<file path="src/rtl/byte_level_token_text_decoder_top_assert.svh">
// ----------------------------------------------------------------------------
// Assertion macros for the byte-level token text decoder
// Shared concurrent assertion forms, compiled out for synthesis.
// ----------------------------------------------------------------------------
`ifndef BYTE_LEVEL_TOKEN_TEXT_DECODER_TOP_ASSERT_SVH
`define BYTE_LEVEL_TOKEN_TEXT_DECODER_TOP_ASSERT_SVH

`ifndef SYNTHESIS

// Same-cycle implication, sampled on the rising clock edge.
`define BLTD_ASSERT_NOW(label, ante, cons) \
    label: assert property (@(posedge clk) disable iff (!rst_n) (ante) |-> (cons)) \
        else $error("bltd assertion failed");

// Next-cycle implication, sampled on the rising clock edge.
`define BLTD_ASSERT_NEXT(label, ante, cons) \
    label: assert property (@(posedge clk) disable iff (!rst_n) (ante) |=> (cons)) \
        else $error("bltd assertion failed");

`else

`define BLTD_ASSERT_NOW(label, ante, cons)
`define BLTD_ASSERT_NEXT(label, ante, cons)

`endif

`endif

</file>
<file path="src/rtl/bltd_pkg.sv">
// ----------------------------------------------------------------------------
// Byte-level token text decoder package
// Result types and the two-byte remap decode functions.
// ----------------------------------------------------------------------------
package bltd_pkg;

    // Lead bytes that can open a mapped two-byte sequence.
    localparam logic [7:0] LeadLo = 8'hC2;
    localparam logic [7:0] LeadHi = 8'hC5;

    // Mapped code point window and the single hole in it.
    localparam logic [10:0] CpLo   = 11'h0A1;
    localparam logic [10:0] CpHi   = 11'h143;
    localparam logic [10:0] CpHole = 11'h0AD;
    localparam logic [10:0] CpHigh = 11'h100;

    // Boundaries of the shifted ranges above 0xFF.
    localparam logic [6:0] IdxLowRun  = 7'd33;
    localparam logic [6:0] IdxHighRun = 7'd67;
    localparam logic [7:0] DelOffset  = 8'h5E;
    localparam logic [7:0] SoftHyphen = 8'hAD;

    // One result item.
    typedef struct packed {
        logic [7:0] out_byte;
        logic       run_last;
        logic       piece_done;
    } res_t;

    // Everything one input item causes, plus the next hold state.
    typedef struct packed {
        logic       res0_valid;
        res_t       res0;
        logic       res1_valid;
        res_t       res1;
        logic       held_valid;
        logic [7:0] held_lead;
    } step_t;

    function automatic logic is_lead(input logic [7:0] b);
        return (b >= LeadLo) && (b <= LeadHi);
    endfunction

    // Code point of a lead/continuation pair (valid only for a lead byte).
    function automatic logic [10:0] pair_cp(input logic [7:0] lead, input logic [7:0] cont);
        return {lead[4:0], cont[5:0]};
    endfunction

    // True when the pair forms a mapped code point.
    function automatic logic pair_match(input logic [7:0] lead, input logic [7:0] cont);
        logic [10:0] cp;
        cp = pair_cp(lead, cont);
        return is_lead(lead) && (cont[7:6] == 2'b10)
            && (cp >= CpLo) && (cp <= CpHi) && (cp != CpHole);
    endfunction

    // Raw byte for a matched pair.
    function automatic logic [7:0] pair_raw(input logic [7:0] lead, input logic [7:0] cont);
        logic [10:0] cp;
        logic [6:0]  idx;
        logic [7:0]  raw;
        cp  = pair_cp(lead, cont);
        idx = cp[6:0];
        if (cp < CpHigh)
        begin
            raw = cp[7:0];
        end
        else if (idx < IdxLowRun)
        begin
            raw = {1'b0, idx};
        end
        else if (idx < IdxHighRun)
        begin
            raw = {1'b0, idx} + DelOffset;
        end
        else
        begin
            raw = SoftHyphen;
        end
        return raw;
    endfunction

endpackage

</file>
<file path="src/rtl/bltd_in_if.sv">
// ----------------------------------------------------------------------------
// Input channel interface
// Carries one encoded byte of a token piece per request.
// ----------------------------------------------------------------------------
interface bltd_in_if;

    logic       valid;
    logic       ready;
    logic [7:0] in_byte;
    logic       piece_end;

    modport source (output valid, output in_byte, output piece_end, input ready);
    modport sink   (input valid, input in_byte, input piece_end, output ready);

endinterface

</file>
<file path="src/rtl/bltd_out_if.sv">
// ----------------------------------------------------------------------------
// Output channel interface
// Carries one decoded byte per request with its run and piece flags.
// ----------------------------------------------------------------------------
interface bltd_out_if;

    logic       valid;
    logic       ready;
    logic [7:0] out_byte;
    logic       run_last;
    logic       piece_done;

    modport source (output valid, output out_byte, output run_last, output piece_done,
                    input ready);
    modport sink   (input valid, input out_byte, input run_last, input piece_done,
                    output ready);

endinterface

</file>
<file path="src/rtl/bltd_decode.sv">
// ----------------------------------------------------------------------------
// Byte decode step
// Combines the held lead byte with the incoming byte and yields up to two
// results together with the next hold state.
// ----------------------------------------------------------------------------
module bltd_decode (
    input  logic               held_valid,
    input  logic [7:0]         held_lead,
    input  logic [7:0]         in_byte,
    input  logic               piece_end,
    output bltd_pkg::step_t    step
);

    logic pair_ok;
    logic lead_in;

    assign pair_ok = held_valid && bltd_pkg::pair_match(held_lead, in_byte);
    assign lead_in = bltd_pkg::is_lead(in_byte) && !piece_end;

    // Pick the results and the next hold state.
    always_comb
    begin
        step                 = '0;
        step.res0.out_byte   = in_byte;
        step.res1.out_byte   = in_byte;
        step.held_lead       = 8'h00;
        step.held_valid      = 1'b0;
        if (pair_ok)
        begin
            step.res0_valid    = 1'b1;
            step.res0.out_byte = bltd_pkg::pair_raw(held_lead, in_byte);
            step.res0.run_last = 1'b1;
            step.res0.piece_done = piece_end;
        end
        else if (held_valid)
        begin
            // The held byte goes out unchanged; the new byte starts over.
            step.res0_valid    = 1'b1;
            step.res0.out_byte = held_lead;
            if (lead_in)
            begin
                step.res0.run_last = 1'b1;
                step.held_valid    = 1'b1;
                step.held_lead     = in_byte;
            end
            else
            begin
                step.res1_valid      = 1'b1;
                step.res1.run_last   = 1'b1;
                step.res1.piece_done = piece_end;
            end
        end
        else if (lead_in)
        begin
            step.held_valid = 1'b1;
            step.held_lead  = in_byte;
        end
        else
        begin
            step.res0_valid      = 1'b1;
            step.res0.run_last   = 1'b1;
            step.res0.piece_done = piece_end;
        end
    end

endmodule

</file>
<file path="src/rtl/byte_level_token_text_decoder_top.sv">
// ----------------------------------------------------------------------------
// Byte-level token text decoder
// Turns the remapped UTF-8 bytes of a token piece back into raw bytes.
// ----------------------------------------------------------------------------
//  Channel  | Direction | Payload                          | Handshake
//  piece    | in        | in_byte[7:0], piece_end          | valid/ready
//  decoded  | out       | out_byte[7:0], run_last, piece_done | valid/ready
//
// One byte is taken per cycle while ready is high; its first result, if any,
// appears in the next cycle. A byte that yields two results holds off the next
// request while its second result is in the one-deep queue behind the register.
// Output stalls propagate to input ready only when that queue is occupied
// or the result register is full and not being taken.
// Reset clears the held lead byte and both result slots; no clearing pass.
// ----------------------------------------------------------------------------
`include "byte_level_token_text_decoder_top_assert.svh"

module byte_level_token_text_decoder_top (
    input  logic        clk,
    input  logic        rst_n,
    bltd_in_if.sink     piece,
    bltd_out_if.source  decoded
);

    logic            held_valid_reg;
    logic            held_valid_next;
    logic [7:0]      held_lead_reg;
    logic [7:0]      held_lead_next;
    logic            out_valid_reg;
    logic            out_valid_next;
    bltd_pkg::res_t  out_reg;
    bltd_pkg::res_t  out_next;
    logic            extra_valid_reg;
    logic            extra_valid_next;
    bltd_pkg::res_t  extra_reg;
    bltd_pkg::res_t  extra_next;
    bltd_pkg::step_t step;
    logic            accept;
    logic            pop;

    // Decode the incoming byte against the held lead.
    bltd_decode u_decode (
        .held_valid (held_valid_reg),
        .held_lead  (held_lead_reg),
        .in_byte    (piece.in_byte),
        .piece_end  (piece.piece_end),
        .step       (step)
    );

    // Handshakes.
    assign piece.ready = !extra_valid_reg && (!out_valid_reg || decoded.ready);
    assign accept      = piece.valid && piece.ready;
    assign pop         = out_valid_reg && decoded.ready;

    assign decoded.valid      = out_valid_reg;
    assign decoded.out_byte   = out_reg.out_byte;
    assign decoded.run_last   = out_reg.run_last;
    assign decoded.piece_done = out_reg.piece_done;

    // Next hold state and result slots.
    always_comb
    begin
        held_valid_next  = held_valid_reg;
        held_lead_next   = held_lead_reg;
        out_valid_next   = out_valid_reg;
        out_next         = out_reg;
        extra_valid_next = extra_valid_reg;
        extra_next       = extra_reg;
        if (accept)
        begin
            held_valid_next  = step.held_valid;
            held_lead_next   = step.held_lead;
            out_valid_next   = step.res0_valid;
            out_next         = step.res0;
            extra_valid_next = step.res1_valid;
            extra_next       = step.res1;
        end
        else if (pop)
        begin
            out_valid_next   = extra_valid_reg;
            out_next         = extra_reg;
            extra_valid_next = 1'b0;
        end
    end

    // State and result registers.
    always_ff @(posedge clk or negedge rst_n)
    begin
        if (!rst_n)
        begin
            held_valid_reg  <= 1'b0;
            held_lead_reg   <= 8'h00;
            out_valid_reg   <= 1'b0;
            out_reg         <= '0;
            extra_valid_reg <= 1'b0;
            extra_reg       <= '0;
        end
        else
        begin
            held_valid_reg  <= held_valid_next;
            held_lead_reg   <= held_lead_next;
            out_valid_reg   <= out_valid_next;
            out_reg         <= out_next;
            extra_valid_reg <= extra_valid_next;
            extra_reg       <= extra_next;
        end
    end

    // The queued second result always sits behind a shown result.
    `BLTD_ASSERT_NOW(a_extra_behind_out, extra_valid_reg, out_valid_reg)
    // Only a lead byte is ever held.
    `BLTD_ASSERT_NOW(a_held_is_lead, held_valid_reg, bltd_pkg::is_lead(held_lead_reg))
    // The end of a piece never leaves a byte held.
    `BLTD_ASSERT_NEXT(a_end_flushes, accept && piece.piece_end, !held_valid_reg)
    // The final result of a piece is also the last of its run.
    `BLTD_ASSERT_NOW(a_done_is_last, out_valid_reg && out_reg.piece_done, out_reg.run_last)

endmodule
</file>
<file path="src/flat_wrapper.sv">
// flat-port wrapper written by rule: the top's interface ports become plain ports
module byte_level_token_text_decoder_top_flat 
  (clk, rst_n, piece_valid, piece_in_byte, piece_piece_end, piece_ready, decoded_valid, decoded_out_byte, decoded_run_last, decoded_piece_done, decoded_ready);
  bltd_in_if piece_i ();
  bltd_out_if decoded_i ();
  input  logic clk;
  input  logic rst_n;
  input wire logic [$bits(piece_i.valid)-1:0] piece_valid;
  input wire logic [$bits(piece_i.in_byte)-1:0] piece_in_byte;
  input wire logic [$bits(piece_i.piece_end)-1:0] piece_piece_end;
  output wire logic [$bits(piece_i.ready)-1:0] piece_ready;
  output wire logic [$bits(decoded_i.valid)-1:0] decoded_valid;
  output wire logic [$bits(decoded_i.out_byte)-1:0] decoded_out_byte;
  output wire logic [$bits(decoded_i.run_last)-1:0] decoded_run_last;
  output wire logic [$bits(decoded_i.piece_done)-1:0] decoded_piece_done;
  input wire logic [$bits(decoded_i.ready)-1:0] decoded_ready;
  assign piece_i.valid = piece_valid;
  assign piece_i.in_byte = piece_in_byte;
  assign piece_i.piece_end = piece_piece_end;
  assign piece_ready = piece_i.ready;
  assign decoded_valid = decoded_i.valid;
  assign decoded_out_byte = decoded_i.out_byte;
  assign decoded_run_last = decoded_i.run_last;
  assign decoded_piece_done = decoded_i.piece_done;
  assign decoded_i.ready = decoded_ready;
  byte_level_token_text_decoder_top u_core (.clk(clk), .rst_n(rst_n), .piece(piece_i), .decoded(decoded_i));
endmodule
</file>
<file path="config.mk">
export PLATFORM = sky130hd
export DESIGN_NAME = byte_level_token_text_decoder_top_flat
export DESIGN_NICKNAME = d
export VERILOG_FILES = /design/src/rtl/bltd_pkg.sv /design/src/rtl/bltd_in_if.sv /design/src/rtl/bltd_out_if.sv /design/src/rtl/bltd_decode.sv /design/src/rtl/byte_level_token_text_decoder_top.sv /design/src/flat_wrapper.sv
export VERILOG_INCLUDE_DIRS = /design/src /design/src/rtl
export SDC_FILE = /design/constraint.sdc
export NUM_CORES = 1
export LEC_CHECK = 0
export BUFFER_PORTS_ARGS = -buffer_cell sky130_fd_sc_hd__buf_2
export CAP_MARGIN = 15
export CORE_MARGIN = 2
export CORE_UTILIZATION = 25
export CTS_CLUSTER_DIAMETER = 120
export DETAILED_ROUTE_END_ITERATION = 12
export GPL_ROUTABILITY_DRIVEN = 0
export PLACE_DENSITY = 0.45
export SLEW_MARGIN = 30
export SYNTH_ARGS = -nofsm -noshare
export SYNTH_HDL_FRONTEND = slang
export SYNTH_SLANG_ARGS = --single-unit
export TNS_END_PERCENT = 1
</file>
<file path="constraint.sdc">
create_clock -name clk -period 2.51 [get_ports clk]
set_clock_uncertainty 0.1 [all_clocks]
set_input_delay 0.251 -clock clk [delete_from_list [all_inputs] [get_ports clk]]
set_output_delay 0.251 -clock clk [all_outputs]
set_load 0.005 [all_outputs]
</file>
==> summary.txt, run 1 <==
Floorplan
  – Die area: roughly 8000 sq um
  – CORE AREA: 7253 sq um
  – Initial core utilization: approximately a quarter
  – Die Wd: 90.62 microns
  – Die Height: between 90 and 100 microns
  – Boundary Pins: 25
  – FP Rows: 31

Global routing
  – Congestion Overflow GR: 0
  – Initial antenna violation count: 0
  – First-pass GRT wire length: 9121 microns
  – GRT met3 Usage: around 4.7%
  – GR Util All Layers: around 14%
  – Met1 global-route usage: ~18%
  – Global route hottest layer: met2
  – Met2 Use GR: 22.14%
  – Vias in the first global route: 1686
  – Pin count of the biggest net entering global routing: 32

STA
  – RSZ-0062 raised after global routing: no
  – Hold Vio Cnt, Final: 0
  – Period utilization: 84.91%
  – Post-route setup TNS: 0 ns
  – Worst Tran Pin Value: 0.7093 ns
  – Top achievable clock speed: roughly 470 MHz
  – Min Tclk post-route: 2.131 ns
  – Slew headroom: 52.72%
  – Max-slew violations: 0
  – Final setup viols: 0

Setup path
  – Largest stage delay on the critical path: 0.40 ns
  – Crit-path slowest cell: dfrtp_1
  – Crit path launch type: flip-flop
  – R2R setup slack: 0.38 ns
  – Critical path arrival: 2.18 ns
  – Worst r2r src: u_core.held_lead_reg[5]$_DFFE_PN0P_
  – CP max FO: 9
  – Setup crit start: u_core.held_lead_reg[5]$_DFFE_PN0P_
  – CP Class: reg2reg
  – Setup crit end: u_core.decoded.out_byte[3]$_DFFE_PN0P_
  – Crit. End Element: flip-flop
  – Reg2Reg Depth: 6
  – Crit path required time: 2.55 ns
  – Critical-path cell list: nor4bb_1 -> nand4_1 -> a31oi_4 -> nand2_4 -> a2111oi_2 -> o221ai_1
  – Critical R2R Capture: u_core.decoded.out_byte[3]$_DFFE_PN0P_

Synthesis
  – Yosys cell types: 54
  – Area share of the largest cell type after synthesis: around two fifths
  – Post-Syn Area: approximately 1900 sq um
  – Post-synth ARST share: between 90% and 100%
  – Ys flop type: dfrtp_1
  – Cell taking the most area after synthesis: dfrtp_1
  – Sequential-to-total area share from yosys stat: 41.36%
  – Cells after synthesis: 205
  – Syn_nets: 222
  – Register bit count reported by yosys: 31
  – Syn_area_per_cell: 9.149 sq um
  – Post-synth EDFFs: 0
  – Ys Warns: 0
  – Top cells by area, synth: dfrtp_1, nand2_1, o21ai_0

Cells and area
  – Most frequent cells in the layout: nand2_1, dfrtp_1, buf_2, o21ai_0, nor2_1
  – Nets: 251
  – Inserted Diodes: 0
  – FF/Latch Area: 775.7 sq um
  – Commonest non-fill, non-tap cell in the layout: nand2_1
  – Area of the multi-input gates: ~990 sq um
  – Area Growth Syn to Fin: 17.21%
  – Layout cells sized above 1: 23.40%
  – Max reg flops: 10
  – Fillers: 792
  – Final instance area: 2198 sq um

Clock tree
  – CTS tree: done
  – Clk sinks: 31
  – H-Tree Level Count: 2
  – Post-cts resize count: 0
  – Max clock buf depth: 2
  – CTS root buf: clkbuf_8
  – Worst-skew pair later-pin latency: 0.29 ns
  – CTS buffer count: 5
  – Clock transition at the registers of the reported paths: ~0.070 ns

Pwr
  – Power per cell area: 557.8 nW/um^2
  – Pleak: 1.016 nW
  – Worst IR Drop VDD: 0.1594 mV

Drt
  – DRT iter0 DRCs: 144
  – 1st-pass router iterations: 4
  – WL per Instance: between 15 and 20 microns
  – Via count: between 1500 and 2000
  – DRT Wirelength: 5424 microns
  – Antenna viol nets, final: 0
  – Routed vias/inst: approximately 4.9
  – DRC viols: 0

Hold path
  – Hold Path Stages: 3
  – Worst hold path type: in2reg

Run
  – Max-cap viol count: 0

Placement
  – Port buffer count: 24
  – Post-place instance area: 2088 sq um
  – Detailed placement HPWL: 3879 microns

Status
  – Status: complete, no violations
through the flow:
step / setup slack [ns] / power (mW) / hold slack (ns) / utilization [%] / std cells
6_report: 0.3787 / 1.226 / 0.1332 / 30.31 / 334
5_1_grt: 0.1842 / 1.300 / 0.1260 / 30.31 / 334
4_1_cts: 0.3676 / 1.246 / 0.1298 / 30.31 / 334
3_5_place_dp: 0.2138 / 0.7952 / 0.2676 / 28.79 / 325
3_3_place_gp: 0.1847 / 0.7951 / 0.2597 / 28.79 / 325
2_1_floorplan: 0.3562 / 0.6996 / -0.1446 / - / 205
layer usage:
layer,part of all wire [%],wire length (microns)
met5,0,0
met4,1.3,68
met3,5.5,296
met2,46,2518
met1,47,2541
where the power goes:
group          switching (mW)  total, mW  internal, mW
registers              0.0260      0.574         0.548
logic                   0.124      0.209        0.0849
clock network           0.193      0.443         0.250
repair_timing:
item,CTS,global route
endpoints found under the setup margin,0,0
hold endpoints to repair,31,0
hold buffers,1,0
buffers inserted,0,0
kinds of logic after synthesis:
group	count (synthesis)	share of synthesized area, %
AOI/OAI and AO/OA	67	25.75
xor gates and xnor gates	2	0.9341
adders and majority gates	4	2.669
buffers and inverters	16	5.870
DFF	31	41.36
muxes	3	1.668
and+or+nand+nor	82	21.75
final cells by class:
class / instances / share of cell area, %
flip-flops and latches: 31 / 35.29
repair buffers: 33 / 8.651
inverters: 5 / 0.8537
well taps: 99 / 5.635
clock buffers: 8 / 4.553
multi-input cells: 158 / 45.02
worst max-delay path, delay by kind of cell (launching register included):
| kind | cells | cell delay (ns) |
|---|---|---|
| AOI/OAI and AO/OA | 3 | 0.79 |
| DFF | 1 | 0.40 |
| and+or+nand+nor | 3 | 0.71 |
cells in the mapped netlist, drive strengths merged, types with 2 or more instances:
cell type,count
a21boi,2
o31ai,2
dfrtp,31
o21ai,18
buf,4
a2111oi,2
a31oi,5
nand2b,5
nor2b,5
nor2,12
a211oi,2
inv,5
o221ai,2
a21oi,13
xor2,2
o41ai,2
a32o,2
nor3,2
o22a,2
and2,3
a21o,5
a221oi,3
ha,4
or3,2
mux2i,2
nand2,42
clkbuf,7
nand3,4
worst min-delay path by stage:
stage / start / endpoint / slack (ns)
finish: piece_in_byte[7] / u_core.extra_reg[9]$_DFFE_PN0P_ / 0.13
global route: piece_in_byte[7] / u_core.extra_reg[9]$_DFFE_PN0P_ / 0.13
CTS: piece_in_byte[7] / u_core.extra_reg[9]$_DFFE_PN0P_ / 0.13
detailed placement: rst_n / u_core.extra_reg[4]$_DFFE_PN0P_ / 0.27
global placement: rst_n / u_core.held_lead_reg[2]$_DFFE_PN0P_ / 0.26
floorplan: rst_n / u_core.decoded.out_byte[0]$_DFFE_PN0P_ / -0.14
Note: power is estimated with default switching activity, not from simulation.
==> run 2, diff against run 1 <==
==> constraint.sdc (replaced) <==
create_clock -name clk -period 2 [get_ports clk]
set_clock_uncertainty 0.1 [all_clocks]
set_input_delay 0.2 -clock clk [delete_from_list [all_inputs] [get_ports clk]]
set_output_delay 0.2 -clock clk [all_outputs]
set_load 0.005 [all_outputs]
==> run 2 against run 1 <==
Sequential power up 25%. Flip-flop and latch count is the same. Wire length rose by 2.4%. Combinational power grew 44%. Utilization grew 3.7 points. Worst hold slack worse by 0.044 ns. Via count up 3.9%. Largest cell class unchanged.
==> summary.txt, run 2 (synthesis results as in run 1) <==
Status
  – Status: complete, no violations

STA
  – Max-slew violations: 0
  – Post-route setup TNS: 0 ns
  – Min Tclk post-route: 1.935 ns
  – Period utilization: 96.77%
  – Worst hold margin: ~0.09 ns
  – Worst Tran Pin Value: 0.6985 ns
  – Slew headroom: 53.43%
  – RSZ-0062 raised after global routing: yes
  – Hold Vio Cnt, Final: 0
  – Top achievable clock speed: ~520 MHz
  – Final setup viols: 0

Pwr
  – Pleak: roughly 1.1 nW
  – Internal: 1.063 mW
  – Power per cell area: 601.0 nW/um^2
  – Switching share of total power: roughly 28%
  – Total power: 1.484 mW
  – Combinational Power Share: roughly a fifth
  – Worst IR Drop VDD: 0.2260 mV
  – Register share of total power: 48.5%
  – Clock power frac: approximately 31%
  – Psw: approximately 420 uW

Clock tree
  – Max clock buf depth: 2
  – CTS root buf: clkbuf_8
  – CTS tree: done
  – CTS buffer count: 5
  – Clk sinks: 31
  – H-Tree Level Count: 2
  – Clock transition at the registers of the reported paths: 0.07 ns
  – Worst-skew pair later-pin latency: 0.28 ns

Setup path
  – Critical path arrival: 2.03 ns
  – Crit. End Element: flip-flop
  – Critical-path cell list: nor4bb_4 -> nand4_1 -> a31oi_4 -> buf_6 -> a21oi_1 -> mux2_2 -> o221ai_2
  – Critical R2R Capture: u_core.decoded.out_byte[1]$_DFFE_PN0P_
  – Reg2Reg Depth: 7
  – CP max FO: 4
  – Crit-path slowest cell: dfrtp_1
  – Largest stage delay on the critical path: 0.41 ns
  – R2R setup slack: ~0.065 ns
  – Crit path required time: 2.10 ns
  – Worst r2r src: u_core.held_lead_reg[5]$_DFFE_PN0P_
  – Crit path launch type: flip-flop
  – CP Class: reg2reg

Floorplan
  – Die Height: 90.62 microns
  – CORE AREA: 7253 sq um
  – Boundary Pins: 25
  – Initial core utilization: 25.86%
  – FP Rows: 31
  – Die Wd: between 90 and 100 microns
  – Die area: 8211 sq um

Global routing
  – GR Util All Layers: 14.33%
  – First-pass GRT wire length: just over 9000 microns
  – Congestion Overflow GR: 0
  – Vias in the first global route: 1714
  – Pin count of the biggest net entering global routing: 32
  – Initial antenna violation count: 0

Cells and area
  – Fillers: 752
  – Layout cells sized above 1: 34.10%
  – Commonest non-fill, non-tap cell in the layout: nand2_1
  – Most frequent cells in the layout: nand2_1, buf_4, dfrtp_1, buf_2, o21ai_0
  – Inserted Diodes: 0
  – Nets: 277
  – Max reg flops: 10
  – Post-route insts no fill: 360
  – Area Growth Syn to Fin: 31.69%

Hold path
  – Hold worst-path end: u_core.extra_reg[9]$_DFFE_PN0P_
  – Hold Path Stages: 3
  – Worst hold path type: in2reg
  – Hold path start: piece_in_byte[7]

Run
  – Max-cap viol count: 0

Drt
  – WL per Instance: around 15 microns
  – Antenna viol nets, final: 0
  – Routed vias/inst: 4.714
  – DRC viols: 0
  – DRT iter0 DRCs: 92
  – Via count: 1697
  – 1st-pass router iterations: 4
  – DRT Wirelength: 5556 microns

Placement
  – Port buffer count: 24
  – Detailed placement HPWL: 4197 microns
  – Placed Cells incl. Taps: 348
==> run 2: metal layers <==
metal	global-route usage [%]	vias up	routed length (microns)	share of wire, %
li1	-	854	-	-
met1	19.34	814	2713	49
met2	23.26	23	2628	47
met3	2.755	6	146	2.6
met4	4.231	0	68	1.2
met5	0	-	0	0
==> run 2: layout make-up <==
cell class | instances | area (sq um) | share of cell area (%)
Tap cell | 99 | 123.9 | 5.015
Multi-Input combinational cell | 158 | 1077 | 43.62
Clock inverter | 1 | 5.005 | 0.2026
Inverter | 5 | 18.77 | 0.7599
Timing Repair Buffer | 59 | 392.9 | 15.91
Clock buffer | 7 | 76.32 | 3.090
Sequential cell | 31 | 775.7 | 31.41
==> run 2: stage by stage <==
step / area [sq um] / setup WS (ns) / utilization [%]
after CTS: 2384 / -0.001551 / 32.86
final: 2470 / 0.06466 / 34.05
after detailed placement: 2280 / -0.1173 / 31.43
after global routing: 2470 / -0.04402 / 34.05
after global placement: 2280 / -0.1208 / 31.43
after floorplan: 1896 / 0.04225 / -
==> run 2: power by group through the flow <==
| stage | sequential, mW | combinational, mW | clock [mW] |
|---|---|---|---|
| after floorplan | 0.729 | 0.152 | 0 |
| after detailed placement | 0.731 | 0.291 | 0 |
| after global routing | 0.728 | 0.337 | 0.516 |
| after CTS | 0.721 | 0.296 | 0.485 |
| after global placement | 0.731 | 0.294 | 0 |
| final | 0.720 | 0.300 | 0.464 |
==> run 2: worst max path at each step <==
| stage | from | endpoint | slack (ns) | cells after the start |
|---|---|---|---|---|
| global route | u_core.held_lead_reg[7]$_DFFE_PN0P_ | u_core.decoded.out_byte[1]$_DFFE_PN0P_ | -0.04 | 7 |
| finish | u_core.held_lead_reg[5]$_DFFE_PN0P_ | u_core.decoded.out_byte[1]$_DFFE_PN0P_ | 0.06 | 7 |
| global placement | u_core.held_lead_reg[7]$_DFFE_PN0P_ | u_core.decoded.out_byte[5]$_DFFE_PN0P_ | -0.12 | 6 |
| CTS | u_core.held_lead_reg[5]$_DFFE_PN0P_ | u_core.decoded.out_byte[3]$_DFFE_PN0P_ | -0.002 | 6 |
| floorplan | piece_in_byte[2] | u_core.decoded.piece_done$_DFFE_PN0P_ | 0.04 | 9 |
| detailed placement | u_core.held_lead_reg[5]$_DFFE_PN0P_ | u_core.decoded.out_byte[5]$_DFFE_PN0P_ | -0.12 | 6 |
==> run 2: what timing repair did <==
action                     4_1_cts  5_1_grt
setup buffers                    0        3
hold endpoints to repair        31        0
gates resized for setup          3       12
setup endpoints to repair        3        7
hold buffers                     1        0
pin swaps                        0        6
==> run 2: worst max-delay path: cells and delay by family (launching register included) <==
kind	cells	cell delay (ns)
AND/OR/NAND/NOR	2	0.47
AO/OA/AOI/OAI	3	0.44
flip-flops	1	0.41
multiplexers	1	0.27
buffers and inverters	1	0.15
